**src/hdl/bmr_pkg.sv**
```systemverilog
`timescale 1ns / 1ps
`default_nettype none
// ----------------------------------------------------------------------------
// bmr_pkg
// Shared types, register indexes, format codes and the sample decoder of the
// band mean block.
// ----------------------------------------------------------------------------
package bmr_pkg;

	localparam int SAMPLE_W   = 33;
	localparam int SUM_W      = 41;
	localparam int CNT_W      = 8;
	localparam int FMT_W      = 3;
	localparam int REG_IDX_W  = 2;
	localparam int CFG_DATA_W = 8;
	localparam int FIFO_DEPTH = 2;
	localparam int FIFO_PTR_W = $clog2(FIFO_DEPTH);
	localparam int STEP_W     = $clog2(SUM_W);

	localparam logic [REG_IDX_W-1:0] REG_BAND_COUNT    = 2'd0;
	localparam logic [REG_IDX_W-1:0] REG_SAMPLE_FORMAT = 2'd1;

	localparam logic [CNT_W-1:0] BAND_COUNT_RST    = 8'd3;
	localparam logic [FMT_W-1:0] SAMPLE_FORMAT_RST = 3'd1;

	localparam logic [FMT_W-1:0] FMT_S8  = 3'd0;
	localparam logic [FMT_W-1:0] FMT_U8  = 3'd1;
	localparam logic [FMT_W-1:0] FMT_S16 = 3'd2;
	localparam logic [FMT_W-1:0] FMT_U16 = 3'd3;
	localparam logic [FMT_W-1:0] FMT_S32 = 3'd4;
	localparam logic [FMT_W-1:0] FMT_U32 = 3'd5;

	typedef struct packed {
		logic signed [SUM_W-1:0] sum;
		logic [CNT_W-1:0]        count;
	} pixel_t;

	function automatic logic signed [SUM_W-1:0] decode_sample(
		input logic [SAMPLE_W-1:0] raw,
		input logic [FMT_W-1:0]    fmt
	);
		logic signed [SUM_W-1:0] v;
		unique case (fmt)
			FMT_S8:  v = SUM_W'(signed'(raw[7:0]));
			FMT_U8:  v = {{(SUM_W-8){1'b0}}, raw[7:0]};
			FMT_S16: v = SUM_W'(signed'(raw[15:0]));
			FMT_U16: v = {{(SUM_W-16){1'b0}}, raw[15:0]};
			FMT_S32: v = SUM_W'(signed'(raw[31:0]));
			default: v = {{(SUM_W-32){1'b0}}, raw[31:0]};
		endcase
		return v;
	endfunction

endpackage
`default_nettype wire

```
**src/hdl/bmr_front.sv**
```systemverilog
`timescale 1ns / 1ps
`default_nettype none
// ----------------------------------------------------------------------------
// bmr_front
// Decodes each sample, accumulates the bands of a pixel and hands the
// finished sum with its band count to the pixel queue.
// ----------------------------------------------------------------------------
module bmr_front
	import bmr_pkg::*;
(
	input  wire logic                clk,
	input  wire logic                arst_n,
	input  wire logic                push,
	input  wire logic [SAMPLE_W-1:0] sample,
	output logic                     full,
	input  wire logic                clear,
	input  wire logic [CNT_W-1:0]    count,
	input  wire logic [FMT_W-1:0]    fmt,
	output logic                     q_push,
	output pixel_t                   q_data,
	input  wire logic                q_full
);

	logic signed [SUM_W-1:0] sum_q;
	logic [CNT_W-1:0]        idx_q;
	logic signed [SUM_W-1:0] sum_next;
	logic                    last;
	logic                    accept;

	assign sum_next = sum_q + decode_sample(sample, fmt);
	assign last     = ({1'b0, idx_q} + (CNT_W+1)'(1)) == {1'b0, count};
	assign full     = last && q_full;
	assign accept   = push && !full;
	assign q_push   = accept && last;
	assign q_data   = '{sum: sum_next, count: count};

	always_ff @(posedge clk or negedge arst_n) begin
		if (!arst_n) begin
			sum_q <= '0;
			idx_q <= '0;
		end else if (clear) begin
			sum_q <= '0;
			idx_q <= '0;
		end else if (accept) begin
			if (last) begin
				sum_q <= '0;
				idx_q <= '0;
			end else begin
				sum_q <= sum_next;
				idx_q <= idx_q + CNT_W'(1);
			end
		end
	end

endmodule
`default_nettype wire

```
**src/hdl/bmr_fifo.sv**
```systemverilog
`timescale 1ns / 1ps
`default_nettype none
// ----------------------------------------------------------------------------
// bmr_fifo
// Short queue of finished pixel sums between the accumulator and the divider.
// ----------------------------------------------------------------------------
module bmr_fifo
	import bmr_pkg::*;
(
	input  wire logic   clk,
	input  wire logic   arst_n,
	input  wire logic   push,
	input  wire pixel_t wdata,
	output logic        full,
	input  wire logic   pop,
	output pixel_t      rdata,
	output logic        empty
);

	pixel_t                  mem_q [FIFO_DEPTH];
	logic [FIFO_PTR_W-1:0]   wr_ptr_q;
	logic [FIFO_PTR_W-1:0]   rd_ptr_q;
	logic [FIFO_PTR_W:0]     cnt_q;
	logic                    do_push;
	logic                    do_pop;

	assign full    = cnt_q == (FIFO_PTR_W+1)'(FIFO_DEPTH);
	assign empty   = cnt_q == '0;
	assign do_push = push && !full;
	assign do_pop  = pop && !empty;
	assign rdata   = mem_q[rd_ptr_q];

	always_ff @(posedge clk) begin
		if (do_push) begin
			mem_q[wr_ptr_q] <= wdata;
		end
	end

	always_ff @(posedge clk or negedge arst_n) begin
		if (!arst_n) begin
			wr_ptr_q <= '0;
			rd_ptr_q <= '0;
			cnt_q    <= '0;
		end else begin
			if (do_push) begin
				wr_ptr_q <= wr_ptr_q + FIFO_PTR_W'(1);
			end
			if (do_pop) begin
				rd_ptr_q <= rd_ptr_q + FIFO_PTR_W'(1);
			end
			if (do_push && !do_pop) begin
				cnt_q <= cnt_q + (FIFO_PTR_W+1)'(1);
			end else if (do_pop && !do_push) begin
				cnt_q <= cnt_q - (FIFO_PTR_W+1)'(1);
			end
		end
	end

endmodule
`default_nettype wire

```
**src/hdl/bmr_back.sv**
```systemverilog
`timescale 1ns / 1ps
`default_nettype none
// ----------------------------------------------------------------------------
// bmr_back
// Rounds and divides each pixel sum by its band count with a restoring
// divider, one quotient bit per cycle, and holds the result for the consumer.
// ----------------------------------------------------------------------------
module bmr_back
	import bmr_pkg::*;
(
	input  wire logic                clk,
	input  wire logic                arst_n,
	input  wire pixel_t              q_data,
	input  wire logic                q_empty,
	output logic                     q_pop,
	output logic                     empty,
	input  wire logic                pop,
	output logic signed [SAMPLE_W-1:0] mean
);

	typedef enum logic [2:0] {
		B_IDLE = 3'b001,
		B_DIV  = 3'b010,
		B_DONE = 3'b100
	} back_state_t;

	back_state_t           state_q;
	logic [SUM_W-1:0]      quo_q;
	logic [CNT_W-1:0]      rem_q;
	logic [CNT_W-1:0]      div_q;
	logic                  neg_q;
	logic [STEP_W-1:0]     step_q;
	logic                  out_valid_q;
	logic [SAMPLE_W-1:0]   mean_q;

	logic [SUM_W-1:0]      mag;
	logic [CNT_W:0]        rem_shift;
	logic                  fits;
	logic [SUM_W-1:0]      signed_res;
	logic                  load_out;

	assign mag = (q_data.sum[SUM_W-1] ? (~q_data.sum + SUM_W'(1)) : q_data.sum)
		+ {{(SUM_W-CNT_W+1){1'b0}}, q_data.count[CNT_W-1:1]};
	assign rem_shift  = {rem_q, quo_q[SUM_W-1]};
	assign fits       = rem_shift >= {1'b0, div_q};
	assign signed_res = neg_q ? (~quo_q + SUM_W'(1)) : quo_q;
	assign q_pop      = (state_q == B_IDLE) && !q_empty;
	assign load_out   = (state_q == B_DONE) && (!out_valid_q || pop);
	assign empty      = !out_valid_q;
	assign mean       = mean_q;

	always_ff @(posedge clk or negedge arst_n) begin
		if (!arst_n) begin
			state_q     <= B_IDLE;
			out_valid_q <= 1'b0;
		end else begin
			unique case (state_q)
				B_IDLE: begin
					if (!q_empty) begin
						state_q <= (q_data.count == CNT_W'(1)) ? B_DONE : B_DIV;
					end
				end
				B_DIV: begin
					if (step_q == STEP_W'(SUM_W-1)) begin
						state_q <= B_DONE;
					end
				end
				B_DONE: begin
					if (load_out) begin
						state_q <= B_IDLE;
					end
				end
				default: state_q <= B_IDLE;
			endcase
			if (load_out) begin
				out_valid_q <= 1'b1;
			end else if (pop) begin
				out_valid_q <= 1'b0;
			end
		end
	end

	always_ff @(posedge clk) begin
		if (q_pop) begin
			quo_q  <= mag;
			rem_q  <= '0;
			div_q  <= q_data.count;
			neg_q  <= q_data.sum[SUM_W-1];
			step_q <= '0;
		end else if (state_q == B_DIV) begin
			quo_q  <= {quo_q[SUM_W-2:0], fits};
			rem_q  <= fits ? CNT_W'(rem_shift - {1'b0, div_q}) : rem_shift[CNT_W-1:0];
			step_q <= step_q + STEP_W'(1);
		end
		if (load_out) begin
			mean_q <= signed_res[SAMPLE_W-1:0];
		end
	end

endmodule
`default_nettype wire

```
**src/hdl/band_mean_rounded.sv**
```systemverilog
`timescale 1ns / 1ps
`default_nettype none
// ----------------------------------------------------------------------------
// band_mean_rounded
// Per-pixel band average, rounded half away from zero, in the configured
// integer sample format.
//
//   channel   handshake          payload
//   -------   ----------------   -------------------------------
//   input     push / full        sample [32:0]
//   result    empty / pop        mean [32:0]
//   config    wr_en              wr_index [1:0], wr_data [7:0]
//
// The accumulator takes one sample per cycle while full is low. Between load
// and hand-off the divider runs 41 restoring steps for a pixel of two or
// more bands and none for one band; a two-entry queue holds finished sums.
// full rises only on a pixel's last band while that queue is full. Reset
// (arst_n low) restores band_count 3, sample_format u8 and drops all pixels
// in flight. A write to either register abandons the pixel in progress.
// ----------------------------------------------------------------------------
module band_mean_rounded
	import bmr_pkg::*;
#(
	parameter int MAX_BANDS = 255
) (
	input  wire logic                   clk,
	input  wire logic                   arst_n,
	input  wire logic                   push,
	output logic                        full,
	input  wire logic signed [SAMPLE_W-1:0] sample,
	output logic                        empty,
	input  wire logic                   pop,
	output logic signed [SAMPLE_W-1:0]  mean,
	input  wire logic                   wr_en,
	input  wire logic [REG_IDX_W-1:0]   wr_index,
	input  wire logic [CFG_DATA_W-1:0]  wr_data
);

	logic [CNT_W-1:0] band_count_q;
	logic [FMT_W-1:0] sample_format_q;
	logic [CNT_W-1:0] count_eff;
	logic             cfg_hit;
	logic             q_push;
	logic             q_full;
	logic             q_pop;
	logic             q_empty;
	pixel_t           q_wdata;
	pixel_t           q_rdata;

	assign cfg_hit = wr_en
		&& (wr_index == REG_BAND_COUNT || wr_index == REG_SAMPLE_FORMAT);

	always_comb begin
		count_eff = band_count_q;
		if (band_count_q == '0) begin
			count_eff = CNT_W'(1);
		end else if (32'(band_count_q) > MAX_BANDS) begin
			count_eff = CNT_W'(MAX_BANDS);
		end
	end

	always_ff @(posedge clk or negedge arst_n) begin
		if (!arst_n) begin
			band_count_q    <= BAND_COUNT_RST;
			sample_format_q <= SAMPLE_FORMAT_RST;
		end else if (wr_en) begin
			unique case (wr_index)
				REG_BAND_COUNT:    band_count_q    <= wr_data[CNT_W-1:0];
				REG_SAMPLE_FORMAT: sample_format_q <= wr_data[FMT_W-1:0];
				default: ;
			endcase
		end
	end

	bmr_front u_front (
		.clk    (clk),
		.arst_n (arst_n),
		.push   (push),
		.sample (sample),
		.full   (full),
		.clear  (cfg_hit),
		.count  (count_eff),
		.fmt    (sample_format_q),
		.q_push (q_push),
		.q_data (q_wdata),
		.q_full (q_full)
	);

	bmr_fifo u_fifo (
		.clk    (clk),
		.arst_n (arst_n),
		.push   (q_push),
		.wdata  (q_wdata),
		.full   (q_full),
		.pop    (q_pop),
		.rdata  (q_rdata),
		.empty  (q_empty)
	);

	bmr_back u_back (
		.clk     (clk),
		.arst_n  (arst_n),
		.q_data  (q_rdata),
		.q_empty (q_empty),
		.q_pop   (q_pop),
		.empty   (empty),
		.pop     (pop),
		.mean    (mean)
	);

endmodule
`default_nettype wire

```
**config.mk**
```make
export PLATFORM = sky130hd
export DESIGN_NAME = band_mean_rounded
export DESIGN_NICKNAME = d
export VERILOG_FILES = /design/src/hdl/bmr_pkg.sv /design/src/hdl/bmr_front.sv /design/src/hdl/bmr_fifo.sv /design/src/hdl/bmr_back.sv /design/src/hdl/band_mean_rounded.sv
export SDC_FILE = /design/constraint.sdc
export NUM_CORES = 1
export LEC_CHECK = 0
export BUFFER_PORTS_ARGS = -buffer_cell sky130_fd_sc_hd__buf_2
export CORE_ASPECT_RATIO = 0.8
export CORE_MARGIN = 3
export CORE_UTILIZATION = 30
export CTS_CLUSTER_DIAMETER = 80
export CTS_CLUSTER_SIZE = 10
export DETAILED_ROUTE_END_ITERATION = 10
export GPL_TIMING_DRIVEN = 0
export PLACE_DENSITY = 0.52
export SYNTH_ARGS = -nofsm -noshare
export SYNTH_HDL_FRONTEND = slang
export SYNTH_SLANG_ARGS = --single-unit
export TNS_END_PERCENT = 30
```
**constraint.sdc**
```tcl
create_clock -name clk -period 5.65 [get_ports clk]
set_clock_uncertainty 0.1 [all_clocks]
set_input_delay 1.4125 -clock clk [delete_from_list [all_inputs] [get_ports clk]]
set_output_delay 1.4125 -clock clk [all_outputs]
set_load 0.02 [all_outputs]
```
**After elaboration in Yosys (flattened, before gate mapping)**

Memory sizes are Yosys's and may differ from the RTL's.
Cells that the tools add are included.

- Muxes and demuxes: 24
- Reduce and logical (&&, ||, !) cells: 29
- Bitwise logic cells: 2
- Eq/ne operators: 15
- Magnitude comparators: 1
- Add/subtract/negate cells: 12

Operator list:

| operator | number |
|---|---|
| $mux 41 | 6 |
| $pmux 41 s5 | 1 |
| $add 41x1->41 const B | 1 |
| $add 41x41->41 | 1 |
| $add 41x7->41 | 1 |
| $not 41->41 | 1 |
| $mux 8 | 5 |
| $add 33x1->33 const B | 1 |
| $mux 33 | 1 |
| $not 33->33 | 1 |
| $mux 3 | 4 |
| $logic_and 1x1->1 | 10 |
| $add 8x1->9 const B | 1 |
| $eq 3x2->1 const B | 3 |
| $eq 9x8->1 | 1 |
| $ge 9x8->1 | 1 |
| $pmux 3 s3 | 1 |
| $add 8x1->8 const B | 1 |
| $eq 8x1->1 const B | 1 |
| $logic_not 8->1 | 1 |
| $reduce_bool 2->1 | 4 |
| $sub 8x8->8 | 1 |
| $add 6x1->6 const B | 1 |
| $eq 3x1->1 const B | 2 |
| other kinds (17) | 32 |

- Output and inout bits: 35
- Memories: 1
- Bits in writable memories: 98
- Word-level logic and storage cells: 99
- Register bits after elaboration: 165

Memory list:

| memory | depth | bits a word | read ports | clocked after Yosys merged registers in | wr ports | RTL line | source |
|---|---|---|---|---|---|---|---|
| u_fifo.mem_q | 2 | 49 | 1 | 0 | 1 | bmr_fifo.sv:20 | `pixel_t mem_q [FIFO_DEPTH];` |

**Logic depth before layout (Yosys ltp)**

- Depth in word-level cells: 12
- Depth in mapped cells: 22
- Mapped depth without buffers: 15

**Hierarchy**

Synthesis repeated with hierarchy kept, for this count alone.

- Cell total of the unflattened synthesis: 1505
- Area total of the unflattened synthesis: 16014.1 µm²

Modules (own cells, without submodules):

| module | instances | seq. area each (µm²) | cells an instance | area each (µm²) |
|---|---|---|---|---|
| bmr_back | 1 | 2874.0 | 712 | 6824.0 |
| bmr_front | 1 | 1226.2 | 586 | 4720.8 |
| bmr_fifo | 1 | 3042.9 | 172 | 3986.3 |
| band_mean_rounded | 1 | 279.0 | 35 | 483.0 |

**Least setup slack after synthesis**

No wires, ideal clock.

- Path kind: reg-to-reg
- From: register u_front.idx_q[0]
- To: memory u_fifo.mem_q[0][0] (netlist bit), enable pin
- Period minus slack after synthesis: 5.855 ns
- Setup time: 0.516 ns
- Buffers on the path: 1
- Slack: -0.205 ns
- Required time: 5.034 ns
- Cell stages (with the launch flop): 9
- Data arrival time: 5.238 ns
- Cell sequence: dfrtp_1 > ha_1 > and3_1 > nand3_1 > xor2_1 > mux2i_1 > or4_1 > clkbuf_1 > nor3_1

- Cells in the longest elaborated chain, start to end: 9

Ends and longest elaborated chain:

| item | RTL line | source |
|---|---|---|
| from (decl) | bmr_front.sv:25 | `logic [CNT_W-1:0] idx_q;` |
| from (signal assigned) | bmr_front.sv:50 | `idx_q <= idx_q + CNT_W'(1);` |
| $add 8x1->9 (*) | bmr_front.sv:31 | `assign last = ({1'b0, idx_q} + (CNT_W+1)'(1)) == {1'b0, count};` |
| $eq 9x8->1 (*) | bmr_front.sv:31 |  |
| $logic_and 1x1->1 | bmr_front.sv:32 | `assign full = last && q_full;` |
| $logic_not 1->1 | bmr_front.sv:33 | `assign accept = push && !full;` |
| $logic_and 1x1->1 | bmr_front.sv:33 |  |
| $logic_and 1x1->1 (*) | bmr_front.sv:34 | `assign q_push = accept && last;` |
| $logic_and 1x1->1 (*) | bmr_fifo.sv:29 | `assign do_push = push && !full;` |
| $mux 1 (*) | bmr_fifo.sv:34 | `if (do_push) begin` |
| $mux 1 (implied by the code) (*) | bmr_fifo.sv:35 | `mem_q[wr_ptr_q] <= wdata;` |
| to (decl) | bmr_fifo.sv:20 |  |

Every way passes the cells marked *; elsewhere a longest branch is shown, timed or not.

**Worst setup path after layout**

- From: register u_fifo.rd_ptr_q
- To: register u_back.quo_q[28], data pin

- Cells in the longest elaborated chain, start to end: 6

Ends and longest elaborated chain:

| item | RTL line | source |
|---|---|---|
| from (decl) | bmr_fifo.sv:22 | `logic [FIFO_PTR_W-1:0] rd_ptr_q;` |
| from (signal assigned) | bmr_fifo.sv:49 | `rd_ptr_q <= rd_ptr_q + FIFO_PTR_W'(1);` |
| $mem_v2 2x49 (*) | n/a |  |
| $not 41->41 | bmr_back.sv:42 | `assign mag = (q_data.sum[SUM_W-1] ? (~q_data.sum + SUM_W'(1)) : q_data.sum)` |
| $add 41x1->41 | bmr_back.sv:42 |  |
| $mux 41 | bmr_back.sv:42 |  |
| $add 41x7->41 (*) | bmr_back.sv:43 | `+ {{(SUM_W-CNT_W+1){1'b0}}, q_data.count[CNT_W-1:1]};` |
| $mux 41 (*) | bmr_back.sv:84 | `if (q_pop) begin` |
| to (signal assigned) | bmr_back.sv:85 | `quo_q <= mag;` |
| to (signal assigned) | bmr_back.sv:91 | `quo_q <= {quo_q[SUM_W-2:0], fits};` |
| to (decl) | bmr_back.sv:28 | `logic [SUM_W-1:0] quo_q;` |

Marked as above.
A chain may end at the register's enable or synchronous reset.

==> impl_table.tex <==
\begin{tabular}{lr}
\hline
Metric & Value \\
\hline
\multicolumn{2}{l}{\textbf{Setup path}} \\
\quad Worst R2R Path Depth & 18 \\
\quad Slowest stage cell, crit path & clkbuf\_1 \\
\quad Kind of start point of the critical path & flop \\
\quad Cell Chain, Critical Path & clkbuf\_4 -> mux2i\_1 -> clkbuf\_1 -> clkbuf\_1 -> clkbuf\_2 -> nor2\_1 -> xnor2\_1 -> ha\_1 -> a21o\_1 -> a21o\_1 -> a21o\_1 -> a21oi\_1 -> o21ba\_2 -> nor4\_2 -> nand4\_2 -> nor3\_1 -> xnor2\_1 -> mux2\_2 \\
\quad Beginning of the worst register-to-register path & u\_fifo.rd\_ptr\_q\$\_DFFE\_PN0P\_ \\
\quad Cell seen most often among critical-path stages & a21o\_1 \\
\quad Crit path largest cell delay & 0.46 ns \\
\quad CP Max Fanout & 10 \\
\quad Required time of the worst setup path & 5.87 ns \\
\quad Crit path capture type & flop \\
\quad Crit path launch & u\_fifo.rd\_ptr\_q\$\_DFFE\_PN0P\_ \\
\quad Crit path arrival time & 5.45 ns \\
\quad Type of the setup path with the least slack & reg2reg \\
\multicolumn{2}{l}{\textbf{Synthesis}} \\
\quad Number of flip-flops and latches in the synthesized netlist & 263 \\
\quad Fraction of registers with async set or reset after synthesis & 25.86\% \\
\quad Unique masters post-synth & 82 \\
\quad Cells after synthesis & 1479 \\
\quad Synth Cell Area & 15530 um2 \\
\quad Number of nets produced by synthesis & 1592 \\
\quad Avg Synthesized Cell Area & 10.50 um2 \\
\quad Main synth FF type & edfxtp\_1 \\
\quad Number of synthesized flops with an enable pin & 181 \\
\quad Seq/Total Area, Yosys & 47.79\% \\
\quad Number of warnings reported in the yosys synthesis log & 0 \\
\multicolumn{2}{l}{\textbf{Clock network}} \\
\quad Total number of H-tree levels & 1 \\
\quad CTS tree & built \\
\quad Maximum count of clock buffers along a single path & 3 \\
\quad Number of clock sinks & 263 \\
\quad Reg clk slew, reported paths & 0.06 ns \\
\quad Buffer type at the clock tree root & clkbuf\_16 \\
\quad Total clock buffers created by CTS & 30 \\
\quad Source-to-sink clock delay at the later pin of the worst-skew pair & 0.57 ns \\
\multicolumn{2}{l}{\textbf{Placed design}} \\
\quad DP HPWL & 30400 um \\
\quad Global placer's final weighted congestion & 0.8734 \\
\quad Worst setup slack before clock tree synthesis & -1.524 ns \\
\quad Area post-placement & 16920 um2 \\
\quad Port buffer count & 81 \\
\multicolumn{2}{l}{\textbf{Floorplanning}} \\
\quad Cell row count & 73 \\
\quad Floorplan die height & 209.5 um \\
\quad Die boundary width & 260.4 um \\
\quad I/O pins & 83 \\
\quad Area of the core & 50420 um2 \\
\quad Initial core utilization & 30.80\% \\
\quad Die Outline Area & 54550 um2 \\
\multicolumn{2}{l}{\textbf{Timing}} \\
\quad Part of the cycle the worst path needs & 92.60\% \\
\quad Worst Slack Setup Final & 0.4183 ns \\
\quad Total count of hold-check failures in the final report & 0 \\
\quad Minimum clock period & 5.232 ns \\
\quad Slew Viols, Final & 0 \\
\quad Relative max-transition margin & 33.43\% \\
\quad Worst-margin pin slew & 0.9986 ns \\
\quad Final count of negative-setup-slack endpoints & 0 \\
\quad Max frequency & 0.1911 GHz \\
\quad Setup repair after global routing missed its margin & no \\
\multicolumn{2}{l}{\textbf{Finish}} \\
\quad Fraction of final layout cells sized beyond drive strength 1 & 12.58\% \\
\quad Post-layout instance area & 17890 um2 \\
\quad Final design utilization & 35.49\% \\
\quad Area growth from synthesis to final layout & 15.20\% \\
\quad Final Net Count & 1711 \\
\quad Diode insertion count for antenna repair & 0 \\
\multicolumn{2}{l}{\textbf{Min path}} \\
\quad Startpoint of the tightest hold check path & u\_back.rem\_q[7]\$\_SDFFE\_PP0P\_ \\
\quad Worst hold-check path type & reg2reg \\
\quad Worst hold path stage count & 2 \\
\multicolumn{2}{l}{\textbf{Detailed routing}} \\
\quad Mean routed wirelength per cell & 16.95 um \\
\quad First-pass iteration count of the detailed router & 5 \\
\quad Antenna-violating nets left & 0 \\
\quad Starting DRT DRC Count & 671 \\
\quad Drt total wl & 38940 um \\
\quad Post-route DRC & 0 \\
\quad Detailed-route via count & 11470 \\
\quad Detail-routed via count per cell & 4.993 \\
\multicolumn{2}{l}{\textbf{Global routing}} \\
\quad Pin count of the biggest net entering global routing & 59 \\
\quad Number of global-route vias before repair & 11160 \\
\quad Total routing resource utilization after global routing & 14.30\% \\
\quad Number of antenna violations at the first check in global routing & 0 \\
\quad Wire length of the first global-routing pass & 62690 um \\
\quad Residual overflow from global routing & 0 \\
\multicolumn{2}{l}{\textbf{Pwr}} \\
\quad Static leakage & 0.006916 uW \\
\quad Power density cells & 525.4 nW/um2 \\
\quad Peak supply drop & 0.2377 mV \\
\multicolumn{2}{l}{\textbf{Job}} \\
\quad Reported max-cap violation count & 0 \\
\multicolumn{2}{l}{\textbf{Run status}} \\
\quad Status & finished, final reports clean \\
\hline
\end{tabular}
path summary, 6_finish.rpt:
path | endpoint | slack, ns
hold reg to reg | u_back.rem_q[7]$_SDFFE_PP0P_ | 0.37
hold / removal | u_back.rem_q[7]$_SDFFE_PP0P_ | 0.37
max in group asynchronous | u_back.state_q[0]$_DFFE_PN1P_ | 4.25
setup reg to reg | u_back.quo_q[28]$_DFFE_PP_ | 0.42
min in group asynchronous | u_front.sum_q[28]$_DFFE_PN0P_ | 0.58
setup / recovery | u_back.quo_q[28]$_DFFE_PP_ | 0.42
cell usage after synthesis (24+ instances only):
cell	instances	area share (%)
edfxtp_1	181	35
nand2_1	157	3.8
xnor2_1	124	7.0
o21ai_0	113	3.6
nor2_1	90	2.2
a21oi_1	66	2.1
dfrtp_1	64	10
ha_1	62	5.0
mux2i_1	48	3.1
clkbuf_1	47	1.1
xor2_1	44	2.5
nor3_1	42	1.4
a22o_1	41	2.3
inv_1	38	0.92
a21o_1	30	1.5
mux2_2	24	1.7
cell usage in the layout (no fill, tap or decap), types with 8 or more instances in the layout:
master / n
a22o_1: 41
o21ai_0: 112
nand2b_1: 17
and2_1: 12
clkbuf_16: 30
nor4_1: 18
xor2_1: 44
dfxtp_1: 14
xnor2_1: 124
mux2i_1: 46
o211ai_1: 10
a21o_1: 30
inv_1: 37
a21oi_1: 65
clkbuf_1: 67
o31ai_1: 19
nor3_1: 40
a31oi_1: 10
mux2_2: 24
or3_1: 14
nand4_1: 10
nor3b_1: 8
buf_2: 84
nand3_1: 22
and3_1: 15
ha_1: 62
nand2_1: 157
dfrtp_1: 64
edfxtp_1: 181
o21ai_1: 9
nor2_1: 90
final cells by class:
cell class / instances / area (um2)
Clock buffer: 54 / 860.8
Buffer: 59 / 251.5
Multi-Input combinational cell: 1116 / 7775
Sequential cell: 263 / 7422
Timing Repair Buffer: 90 / 560.5
Fill cell: 5100 / 32530
Tap cell: 675 / 844.6
Clock inverter: 2 / 35.03
Inverter: 38 / 142.6
where the power goes:
group | switching, uW | internal [uW] | leakage [uW]
registers | 359 | 2900 | 0.00264
logic | 2660 | 1680 | 0.00385
clock network | 781 | 1020 | 0.000425
total | 3800 | 5600 | 0.00692
flip-flops by register name (all words and copies together) (netlist names), 2 cells and up:
| name | flops |
|---|---|
| u_back.step_q | 6 |
| u_back.quo_q | 41 |
| u_front.sum_q | 41 |
| sample_format_q | 3 |
| u_back.rem_q | 8 |
| u_fifo.mem_q | 98 |
| u_front.idx_q | 8 |
| u_back.state_q | 3 |
| band_count_q | 8 |
| u_back.mean | 33 |
| u_fifo.cnt_q | 2 |
| u_back.div_q | 8 |
logic make-up (layout without fill, tap and decap cells):
kind of cell | count (synthesis) | in the layout | share of synthesized area [%]
xor+xnor | 169 | 169 | 9.579
fa+ha+maj | 65 | 65 | 5.381
flops | 263 | 263 | 47.79
compound gates | 358 | 358 | 15.19
buf+inv | 100 | 243 | 2.514
mux | 72 | 72 | 4.834
simple gates | 452 | 452 | 14.72
per-layer routing:
layer / GRT usage, % / vias up / share of wire [%]
met2: 20.11 / 275 / 39
met4: 2.978 / 0 / 1.8
met5: 0 / - / 0
li1: - / 5712 / -
met3: 1.894 / 47 / 5.0
met1: 23.02 / 5435 / 54
worst max-delay path, delay by kind of cell (launching register included):
| family | cells | cell delay, ns |
|---|---|---|
| buffers and inverters | 4 | 1.49 |
| AND/OR/NAND/NOR | 4 | 1.07 |
| AO/OA/AOI/OAI | 5 | 0.71 |
| multiplexers | 2 | 0.63 |
| flip-flops | 1 | 0.39 |
| adder cells (fa/ha/maj) | 1 | 0.32 |
| XOR/XNOR | 2 | 0.24 |
timing repair:
action                                  4_1_cts  5_1_grt
pin swaps                                     1        1
gates resized for setup                      10        9
gates cloned                                  0        0
setup buffers                                 1        3
hold buffers                                  0        0
endpoints found under the setup margin       35       25
per-stage QoR:
stage / total power [uW] / hold WS [ns] / TNS, ns / cells
floorplan: 6375 / 0.3257 / -0.03668 / 1479
global placement: 7502 / 0.3537 / -31.85 / 2235
detailed placement: 7609 / 0.3594 / -33.47 / 2240
CTS: 9472 / 0.3728 / 0 / 2296
global route: 10120 / 0.3894 / 0 / 2297
finish: 9400 / 0.3701 / 0 / 2297
(Power assumes the default switching activity.)
